File: src/rtl/mpba_pkg.sv
// Shared types, constants and command/status structs for the block pool allocator.
package mpba_pkg;

  localparam int unsigned PoolLimit = 5;
  localparam int unsigned HeapBytes = 65536;
  localparam int unsigned PoolW     = $clog2(PoolLimit);
  localparam int unsigned AddrW     = 16;
  localparam int unsigned SizeW     = 17;
  localparam int unsigned CntW      = 3;
  localparam int unsigned RegIdxW   = 3;

  // Register indexes
  localparam logic [RegIdxW-1:0] RegPoolCount = 3'd0;
  localparam logic [RegIdxW-1:0] RegSizeA     = 3'd1;
  localparam logic [RegIdxW-1:0] RegSizeE     = 3'd5;

  // Result status codes
  localparam logic [2:0] StAlloc     = 3'd0;
  localparam logic [2:0] StNoFit     = 3'd1;
  localparam logic [2:0] StZeroSize  = 3'd2;
  localparam logic [2:0] StFreed     = 3'd3;
  localparam logic [2:0] StFreeUnkn  = 3'd4;
  localparam logic [2:0] StCfgBad    = 3'd5;

  // Commands from controller to datapath
  typedef struct packed {
    logic load_item;    // capture input item
    logic div_start;    // start the shared divider
    logic mul_start;    // register bump address and default alloc result
    logic cfg_step;     // advance pool derivation by one pool
    logic cfg_clear;    // restart pool derivation
    logic do_alloc;     // alloc decision cycle
    logic do_free;      // free decision cycle
    logic link_rd;      // read link store at popped head
    logic pop_commit;   // commit link read into free head
    logic free_scan;    // check one pool for a free hit
    logic scan_clear;   // reset free scan
  } mpba_cmd_t;

  // Status from datapath to controller
  typedef struct packed {
    logic div_busy;
    logic cfg_done;
    logic cfg_ok;
    logic kind;
    logic scan_done;
    logic need_pop;
  } mpba_sts_t;

endpackage

File: src/rtl/mpba_ctrl.sv
// Controller state machine sequencing configuration derivation and requests.
module mpba_ctrl (
  input  logic                clk_i,
  input  logic                rst_ni,
  input  logic                cfg_we_i,
  input  logic                in_valid_i,
  output logic                in_stall_o,
  output logic                out_valid_o,
  input  logic                out_stall_i,
  input  mpba_pkg::mpba_sts_t sts_i,
  output mpba_pkg::mpba_cmd_t cmd_o
);
  import mpba_pkg::*;

  typedef enum logic [3:0] {
    S_CFG_CLR, S_CFG_DIV, S_CFG_WAIT, S_IDLE, S_DECIDE, S_ALLOC, S_POP_RD,
    S_POP_WB, S_SCAN_DIV, S_SCAN_WAIT, S_FREE, S_OUT
  } state_e;

  state_e state_q, state_d;
  logic   out_valid_q, out_valid_d;

  always_comb begin
    state_d     = state_q;
    out_valid_d = out_valid_q;
    cmd_o       = '0;
    if (out_valid_q && !out_stall_i) out_valid_d = 1'b0;
    unique case (state_q)
      S_CFG_CLR: begin
        cmd_o.cfg_clear = 1'b1;
        state_d = S_CFG_DIV;
      end
      S_CFG_DIV: begin
        if (sts_i.cfg_done) state_d = S_IDLE;
        else begin
          cmd_o.div_start = 1'b1;
          state_d = S_CFG_WAIT;
        end
      end
      S_CFG_WAIT: begin
        if (!sts_i.div_busy) begin
          cmd_o.cfg_step = 1'b1;
          state_d = S_CFG_DIV;
        end
      end
      S_IDLE: begin
        if (in_valid_i && !out_valid_q) begin
          cmd_o.load_item = 1'b1;
          state_d = sts_i.cfg_ok ? S_DECIDE : S_OUT;
        end
      end
      S_DECIDE: begin
        cmd_o.scan_clear = 1'b1;
        if (sts_i.kind) begin
          state_d = S_SCAN_DIV;
        end else begin
          cmd_o.mul_start = 1'b1;
          state_d = sts_i.need_pop ? S_ALLOC : S_OUT;
        end
      end
      S_ALLOC: begin
        cmd_o.do_alloc = 1'b1;
        cmd_o.link_rd  = 1'b1;
        state_d = S_POP_RD;
      end
      S_POP_RD: state_d = S_POP_WB;
      S_POP_WB: begin
        cmd_o.pop_commit = 1'b1;
        state_d = S_OUT;
      end
      S_SCAN_DIV: begin
        cmd_o.div_start = 1'b1;
        state_d = S_SCAN_WAIT;
      end
      S_SCAN_WAIT: begin
        if (!sts_i.div_busy) begin
          cmd_o.free_scan = 1'b1;
          state_d = sts_i.scan_done ? S_FREE : S_SCAN_DIV;
        end
      end
      S_FREE: begin
        cmd_o.do_free = 1'b1;
        state_d = S_OUT;
      end
      S_OUT: begin
        out_valid_d = 1'b1;
        state_d = S_IDLE;
      end
      default: state_d = S_IDLE;
    endcase
    if (cfg_we_i) state_d = S_CFG_CLR;
  end

  // pop commit is issued in the write-back state; it moves the head only when the pool's list was used
  logic pop_q;
  always_ff @(posedge clk_i or negedge rst_ni) begin
    if (!rst_ni) begin
      state_q     <= S_CFG_CLR;
      out_valid_q <= 1'b0;
      pop_q       <= 1'b0;
    end else begin
      state_q     <= state_d;
      out_valid_q <= out_valid_d;
      pop_q       <= (state_q == S_POP_RD);
    end
  end

  assign in_stall_o  = !(state_q == S_IDLE && !out_valid_q);
  assign out_valid_o = out_valid_q;

`ifndef SYNTH
  a_one_item: assert property (@(posedge clk_i) disable iff (!rst_ni)
    (in_valid_i && !in_stall_o) |=> !out_valid_o || $past(out_stall_i))
    else $error("item accepted while previous result pending");
  a_out_after_out_state: assert property (@(posedge clk_i) disable iff (!rst_ni)
    (state_q == S_OUT && !cfg_we_i) |=> out_valid_o)
    else $error("result not presented");
  a_pop_seq: assert property (@(posedge clk_i) disable iff (!rst_ni)
    pop_q |-> $past(state_q == S_POP_RD))
    else $error("pop write-back out of order");
`endif

endmodule

File: config.mk
export PLATFORM = sky130hd
export DESIGN_NAME = mpba_ctrl
export DESIGN_NICKNAME = d
export VERILOG_FILES = /design/src/rtl/mpba_pkg.sv /design/src/rtl/mpba_ctrl.sv
export SDC_FILE = /design/constraint.sdc
export NUM_CORES = 1
export LEC_CHECK = 0
export ABC_AREA = 1
export BUFFER_PORTS_ARGS = -buffer_cell sky130_fd_sc_hd__buf_4
export CAP_MARGIN = 20
export CORE_AREA = 2 2 39 41
export DETAILED_ROUTE_END_ITERATION = 10
export DIE_AREA = 0 0 41 43
export GPL_ROUTABILITY_DRIVEN = 0
export PLACE_DENSITY = 0.72
export SETUP_SLACK_MARGIN = 0.15
export SLEW_MARGIN = 20
export SYNTH_ARGS = -nofsm -noshare
export SYNTH_HDL_FRONTEND = slang
export SYNTH_SLANG_ARGS = --single-unit
File: constraint.sdc
create_clock -name clk_i -period 2.1 [get_ports clk_i]
set_input_delay 0.105 -clock clk_i [delete_from_list [all_inputs] [get_ports clk_i]]
set_output_delay 0.105 -clock clk_i [all_outputs]
set_load 0.03 [all_outputs]
==> run summary, run 1 <==
The run finished with clean final reports. The worst min-delay path class is in -> reg. The setup slack of the most critical reg-to-reg path is approximately 0.80 ns.

The floorplan die area is ~1800 um^2. Once routing completed, OpenROAD measured the worst setup slack at between 0.6 and 0.7 ns. The hold violation total from the final report came to 0.

Counting along the longest clock path gives a buffer depth of 2. The remaining routing DRC violations came out at 0. The cell sitting at the root of the clock tree is a clkbuf_4.

The internal power came out at ~0.33 mW. The worst hold path passes through 3 cells. The floorplan step set the die height to approximately 43 um.

The first TritonRoute pass finished after 4 iterations. Power spread over the standard cell area amounts to about 880 nW/um^2. Per report_power, the combinational group accounts for 61.5% of the total. The number of standard cells after synthesis is 94. The total inserted antenna cells came out at 0. The clock network fraction of design power came out at 16.4%. Setup repair after global routing left no endpoint under its margin. The die boundary width came out at between 40 and 50 um. Net switching is approximately 50% of the power. The total wire length came out at about 1.3 mm. In this design, the stage delay of the slowest critical-path cell is roughly 0.42 ns. The normalized max-slew margin is between 80% and 90%.

The sequential fraction of the synthesis area came out at 23.26%. The final period utilization is between 60% and 70%. The number of buffers added by the clock tree synthesis step came out at 3. dfrtp_1 takes more of the synthesized area than any other cell.

After clock tree synthesis, the clock-pin slew on the worst setup and hold paths is roughly 0.040 ns. The floorplan has 14 rows. The ratio of routed vias to standard cells came out at approximately 4.6. The data arrival at the endpoint of the critical path came out at around 1.4 ns. Timing analysis after detailed placement gives a worst setup slack of around 0.80 ns. The number of antenna violations at the first check in global routing came out at 0. The number of max-slew violations in the final report came out at 0.

The depth of the CTS H-tree is 1. The first-pass GRT wire length came out at ~2.1 mm. Data on the critical path is required at its endpoint by around 2 ns. The logic depth of the worst register-to-register path came out at 8. Along the worst path, the maximum fanout reaches 5. The post-synthesis register bit count came out at 5. In this run the cell area measured after placement is a little over 700 um^2. After routing the design area is ~760 um^2. The post-route setup TNS came out at 0 ns. The net switching power of the design came out at roughly 0.33 mW.

The time the final worst path needs with I/O delays and setup is about 1.5 ns. The setup path with the least slack is of type reg -> out. The type of origin of the critical path is a flop. Traced cell by cell, the critical path runs through nor2_1, inv_1, o22ai_1, buf_4. The latest clock arrival within the worst-skew pair came out at approximately 0.24 ns. The number of warnings printed during yosys synthesis came out at 0. Entering global routing, the biggest net connects 7 pins. The combined global-route utilization of all metal layers is roughly 18%. The worst setup path is captured at an output pin. The library cell used most frequently in the layout, excluding fill and tap cells, is nand2_1. The detail-routed net length per standard cell is about 9.4 um. The mean area per synthesized cell is approximately 5.7 um^2. The cell area that synthesis handed to floorplanning was 538.0 um^2. The iteration-0 DRC count of the detailed router is 18. Of the total power, registers draw between 20 and 25%. The maximum ir drop on the vdd rail came out at about 570 uV.

The total setup buffers inserted after CTS is 0. The initial core utilization is 38.88%. The worst-case clock skew came out at roughly 0.0015 ns. The number of setup violations in the final report is 0. TritonCTS built the clock tree.

For this run, the post-layout net count is ~130. The global route total overflow came out at 0. The placeable core region came out at around 1400 um^2. Pin placement for this block handled 24 I/O pins. At the end of the flow the core is filled with cells to between 50% and 60%. Sorting the synthesized cells by area gives the leading types as dfrtp_1 (23%), nand2_1 (17%), nor2_1 (12%).

The worst-margin pin slew is between 0.2 and 0.3 ns. The via count of the first global-routing pass is between 500 and 600. The count of vias placed by the detailed router is ~630. Leaving out fill and tap cells, the most frequent cells in the layout are nand2_1 (24), buf_4 (23), nor2_1 (17). The static power due to leakage came out at 0.4673 nW.

The number of nets in the synthesized netlist is between 100 and 150. The number of distinct standard cells referenced by the synthesized netlist came out at 19. In the final layout, the share of cells above drive strength 1 is 34.71%. The fmax came out at 687.0 MHz. The max capacitance violation total is 0. The highest-delay cell along the critical path is dfrtp_1. The estimated wirelength of the detail-placed design is approximately 1.1 mm. The top cell type's share of synthesized area came out at a little under a quarter. The count of antenna-violating nets left after detailed routing came out at 0. The area added between synthesis and finish is 41.16%. The count of clock tree sinks came out at 5. The count of input and output buffers is 23.
[routing by layer]
metal	part of all wire [%]	up-vias	track usage, %
li1	-	335	-
met3	5.8	0	4.188
met4	0	0	12.67
met5	0	-	0
met2	49	21	24.38
met1	45	269	23.13
[metrics by stage]
stage / power [mW] / std cells / hold WS, ns
6_report: 0.6655 / 137 / 0.08334
5_1_grt: 0.7209 / 137 / 0.1021
4_1_cts: 0.6708 / 137 / 0.08107
3_5_place_dp: 0.5537 / 132 / -0.09200
3_3_place_gp: 0.5560 / 132 / -0.09260
2_1_floorplan: 0.4322 / 94 / -0.1906
[synthesized netlist by cell type]
library cell  number
nand2_1           24
nor2_1            17
inv_1             16
nand2_2            7
nand3_1            6
dfrtp_1            5
a21oi_1            3
inv_2              2
nor2_2             2
nor2_4             2
o21ai_0            2
buf_4              1
nand2_4            1
nand3b_1           1
nor3_1             1
o21ai_1            1
o21ai_2            1
o22ai_1            1
or2_2              1
[power by group through the flow]
stage                     Combinational (mW)  Clock [mW]  Sequential (mW)
after global routing                   0.450       0.119            0.152
after floorplan                        0.291           0            0.142
after CTS                              0.409       0.116            0.146
after global placement                 0.411           0            0.145
after detailed placement               0.406           0            0.147
final                                  0.409       0.109            0.147
[state kept, by name, indices dropped and copies added, names as in the netlist]
name         cells
out_valid_o      1
state_q          4
[worst paths after layout]
check,to,from
worst max-delay path,cmd_o[9],state_q[1]$_DFFE_PN0P_
worst min-delay path,out_valid_o$_DFFE_PN0P_,out_stall_i
worst max register to register,state_q[0]$_DFFE_PN0P_,state_q[3]$_DFFE_PN0P_
worst min register to register,out_valid_o$_DFFE_PN0P_,out_valid_o$_DFFE_PN0P_
max in group asynchronous,state_q[3]$_DFFE_PN0P_,rst_ni
min in group asynchronous,state_q[0]$_DFFE_PN0P_,rst_ni
[worst max-delay path, delay by kind of cell, from the launching register on]
family	cells	cell delay, ns
AO/OA/AOI/OAI	1	0.17
AND/OR/NAND/NOR	1	0.24
flip-flops	1	0.42
buffers and inverters	2	0.28
[timing repair]
action	CTS	global route
gates resized for setup	0	0
hold endpoints to repair	5	0
hold buffers	1	0
[cell families after synthesis]
kind of cell | count (synthesis) | synth area share (%)
flops | 5 | 23.26
compound gates | 8 | 8.371
buf+inv | 19 | 13.95
simple gates | 62 | 54.42
[area by class of cell]
class	instances	area, um^2
Timing Repair Buffer	24	182.7
Fill cell	146	624.3
Clock buffer	4	26.28
Tap cell	16	20.02
Inverter	18	67.56
Multi-Input combinational cell	70	337.8
Sequential cell	5	125.1
No activity file was read; power rests on OpenSTA's default activity.
==> run 2, diff against run 1 <==
Clock period 2.1 ns to 1.4 ns, I/O delays scaled along.
==> run 2 against run 1 <==
Clock skew is 0.0056 ns higher. Worst hold slack got worse by 0.023 ns. Clock power increased by 54%. Critical path type unchanged. Register-to-register slack worse by 0.66 ns.
==> run summary, run 2 (synthesis results as in run 1) <==
The floorplan die area was 1763 um^2 (unchanged). The number of optimization iterations in the first detailed-route pass is 4 (unchanged). The total wire length came out at 1.531 mm (+18%). The final core utilization is 66.37% (+11 points).

The required time of the worst setup path came out at 1.33 ns (-0.67 ns). The first-pass GRT wire length is 2.318 mm (+10%). The run finished with clean final reports. The layout cell share with drive strength beyond 1 came out at 56.10% (+21 points). The net switching power of the design is 0.6525 mW (+96%). The register cell area after layout came out at 130.1 um^2 (+4.0%). The flip-flop count of the largest register, all copies and words added was 4 (unchanged).

The latest clock arrival within the worst-skew pair came to 0.25 ns (about the same). The register name with the most flops is state_q. The total inserted antenna cells is 0 (unchanged). The most common cell after layout, fill and taps aside is nand2_1. The initial core utilization came to 38.88% (unchanged). The combinational share of power is 64.5% (+3.0 points). The ratio of routed vias to standard cells came out at 4.763 (+4.4%). The count of clock tree sinks came out at 5 (unchanged). The number of I/O pins came out at 24 (unchanged). The count of antenna-violating nets left after detailed routing came out at 0 (unchanged). The multi-input combinational cell area came out at 441.7 um^2 (+31%). The switching power share of the total was 52.23% (+2.1 points). TritonCTS built the clock tree. The detail-routed net length per standard cell was 11.01 um (+17%). The fmax is around 730 MHz. The most critical setup path has its startpoint at state_q[1]$_DFFE_PN0P_. The max capacitance violation total came out at 0 (unchanged). The internal power came out at 0.5968 mW (+80%). The worst setup path is of the reg -> out kind. The cell total after placement came out at 132 (unchanged). The post-route setup TNS is 0 ns (unchanged).

The area added between synthesis and finish came out at 70.70%. The remaining routing DRC violations came out at 0 (unchanged). The floorplan die height was 43 um (unchanged). The hold violation total from the final report is 0 (unchanged). The die boundary width came to 41 um (unchanged). The maximum fanout along the worst path is 5 (unchanged). Counting I/O delays and the setup requirement, the final critical path takes 1.371 ns.

The iteration-0 DRC count of the detailed router is 9 (-9). The number of buffers added by the clock tree synthesis step was 3 (unchanged). The worst-margin pin slew came to 0.2033 ns (-0.08500 ns). The maximum number of buffers from clock root to sink is 2 (unchanged).

The final period utilization came out at between 90% and 100%. The maximum ir drop on the vdd rail is 874.9 uV (+53%). The depth of the CTS H-tree came out at 1 (unchanged). The clock slew seen by the registers of the worst setup and hold paths is 0.05 ns (about the same). Setup repair after global routing could not meet its margin everywhere. The power density over the cells was 1360 nW/um^2 (+55%). The layout filler cell count came out at 114 (-22%). The number of nets in the layout is 135 (+1.5%). The clock network fraction of design power came out at 13.4% (-3.0 points). The count of input and output buffers came out at 23 (unchanged). STA classifies the critical path endpoint as an output pin. The worst-case clock skew is 0.007167 ns (+0.005646 ns).

The static power due to leakage is 0.5255 nW (+12%). The normalized max-slew margin came to 86.44% (+5.7 points). The via count of the first global-routing pass is 591 (+11%). The number of setup violations in the final report is 0 (unchanged). The library cells used most frequently in the layout, excluding fill and tap cells, are nand2_1 (20), buf_4 (18), nor2_1 (12). The worst register-to-register path begins at state_q[0]$_DFFE_PN0P_. The type of origin of the critical path is a flop. The tightest min-delay check is of the in -> reg type.

The pin count of the biggest net entering global routing is 6 (-1). The global route total overflow was 0 (unchanged). The number of max-slew violations in the final report is 0 (unchanged). The register share of total power came out at 22.1% (about the same). In this run the clock root is driven by a clkbuf_4.

The data arrival at the endpoint of the critical path came out at 1.30 ns (-0.05 ns). The estimated wirelength of the detail-placed design came out at 1.194 mm (+9.4%). The row count is 14 (unchanged). The worst hold path begins at out_stall_i. The number of antenna violations at the first check in global routing was 0 (unchanged). The combined global-route utilization of all metal layers came out at 19.13% (+1.4 points). The count of non-filler cells in the finished layout is 139 (+1.5%). The count of vias placed by the detailed router is 662 (+5.9%).

The placeable core region was 1384 um^2 (unchanged).
==> run 2: per-stage QoR <==
step | power [mW] | worst slack, ns | hold WS [ns] | cell area, um^2
detailed placement | 0.8569 | 0.07681 | -0.1256 | 734.5
global placement | 0.8483 | 0.1040 | -0.1270 | 734.5
floorplan | 0.6624 | 0.1777 | -0.2256 | 549.3
finish | 1.249 | 0.02931 | 0.06005 | 918.4
global route | 1.351 | -0.03643 | 0.08208 | 918.4
CTS | 1.166 | 0.06586 | 0.06212 | 852.1
==> run 2: power by group through the flow <==
stage	Sequential, mW	Combinational, mW	Clock, mW
6_report	0.276	0.805	0.168
5_1_grt	0.283	0.884	0.184
4_1_cts	0.255	0.736	0.174
3_5_place_dp	0.221	0.636	0
3_3_place_gp	0.218	0.631	0
2_1_floorplan	0.212	0.450	0
==> run 2: path summary, 6_finish.rpt <==
path	cells past startpoint	end	slack [ns]
worst min-delay path	3	out_valid_o$_DFFE_PN0P_	0.06
worst max-delay path	4	cmd_o[9]	0.03
min in group asynchronous	2	state_q[3]$_DFFE_PN0P_	0.15
worst max register to register	9	state_q[1]$_DFFE_PN0P_	0.14
max in group asynchronous	2	state_q[1]$_DFFE_PN0P_	1.12
worst min register to register	2	out_valid_o$_DFFE_PN0P_	0.53
==> run 2: what timing repair did <==
action / 4_1_cts / 5_1_grt
cloned: 0 / 0
buffers inserted: 2 / 0
setup endpoints to repair: 16 / 16
endpoints found under the hold margin: 5 / 0
hold buffers: 1 / 0
pin swaps: 2 / 4
gates resized for setup: 24 / 20
==> run 2: metal layers <==
metal	vias up	global-route usage, %	routed length [um]
li1	343	-	-
met1	295	24.68	655
met2	20	29.38	785
met3	4	2.094	65
met4	0	10.67	25
met5	-	0	0
==> run 2: layout make-up <==
cell class                      count  share of cell area [%]
Clock inverter                      1                  0.5450
Inverter                           18                   8.174
Sequential cell                     5                   14.17
Tap cell                           16                   2.180
Timing Repair Buffer               26                   24.39
Clock buffer                        3                   2.452
Multi-Input combinational cell     70                   48.09
==> run 2: worst max-delay path: stages, from the launching register on <==
cell and delay [ns]:
dfrtp_2 0.48, nor2_4 0.20, inv_2 0.07, o22ai_2 0.17
buf_6 0.15
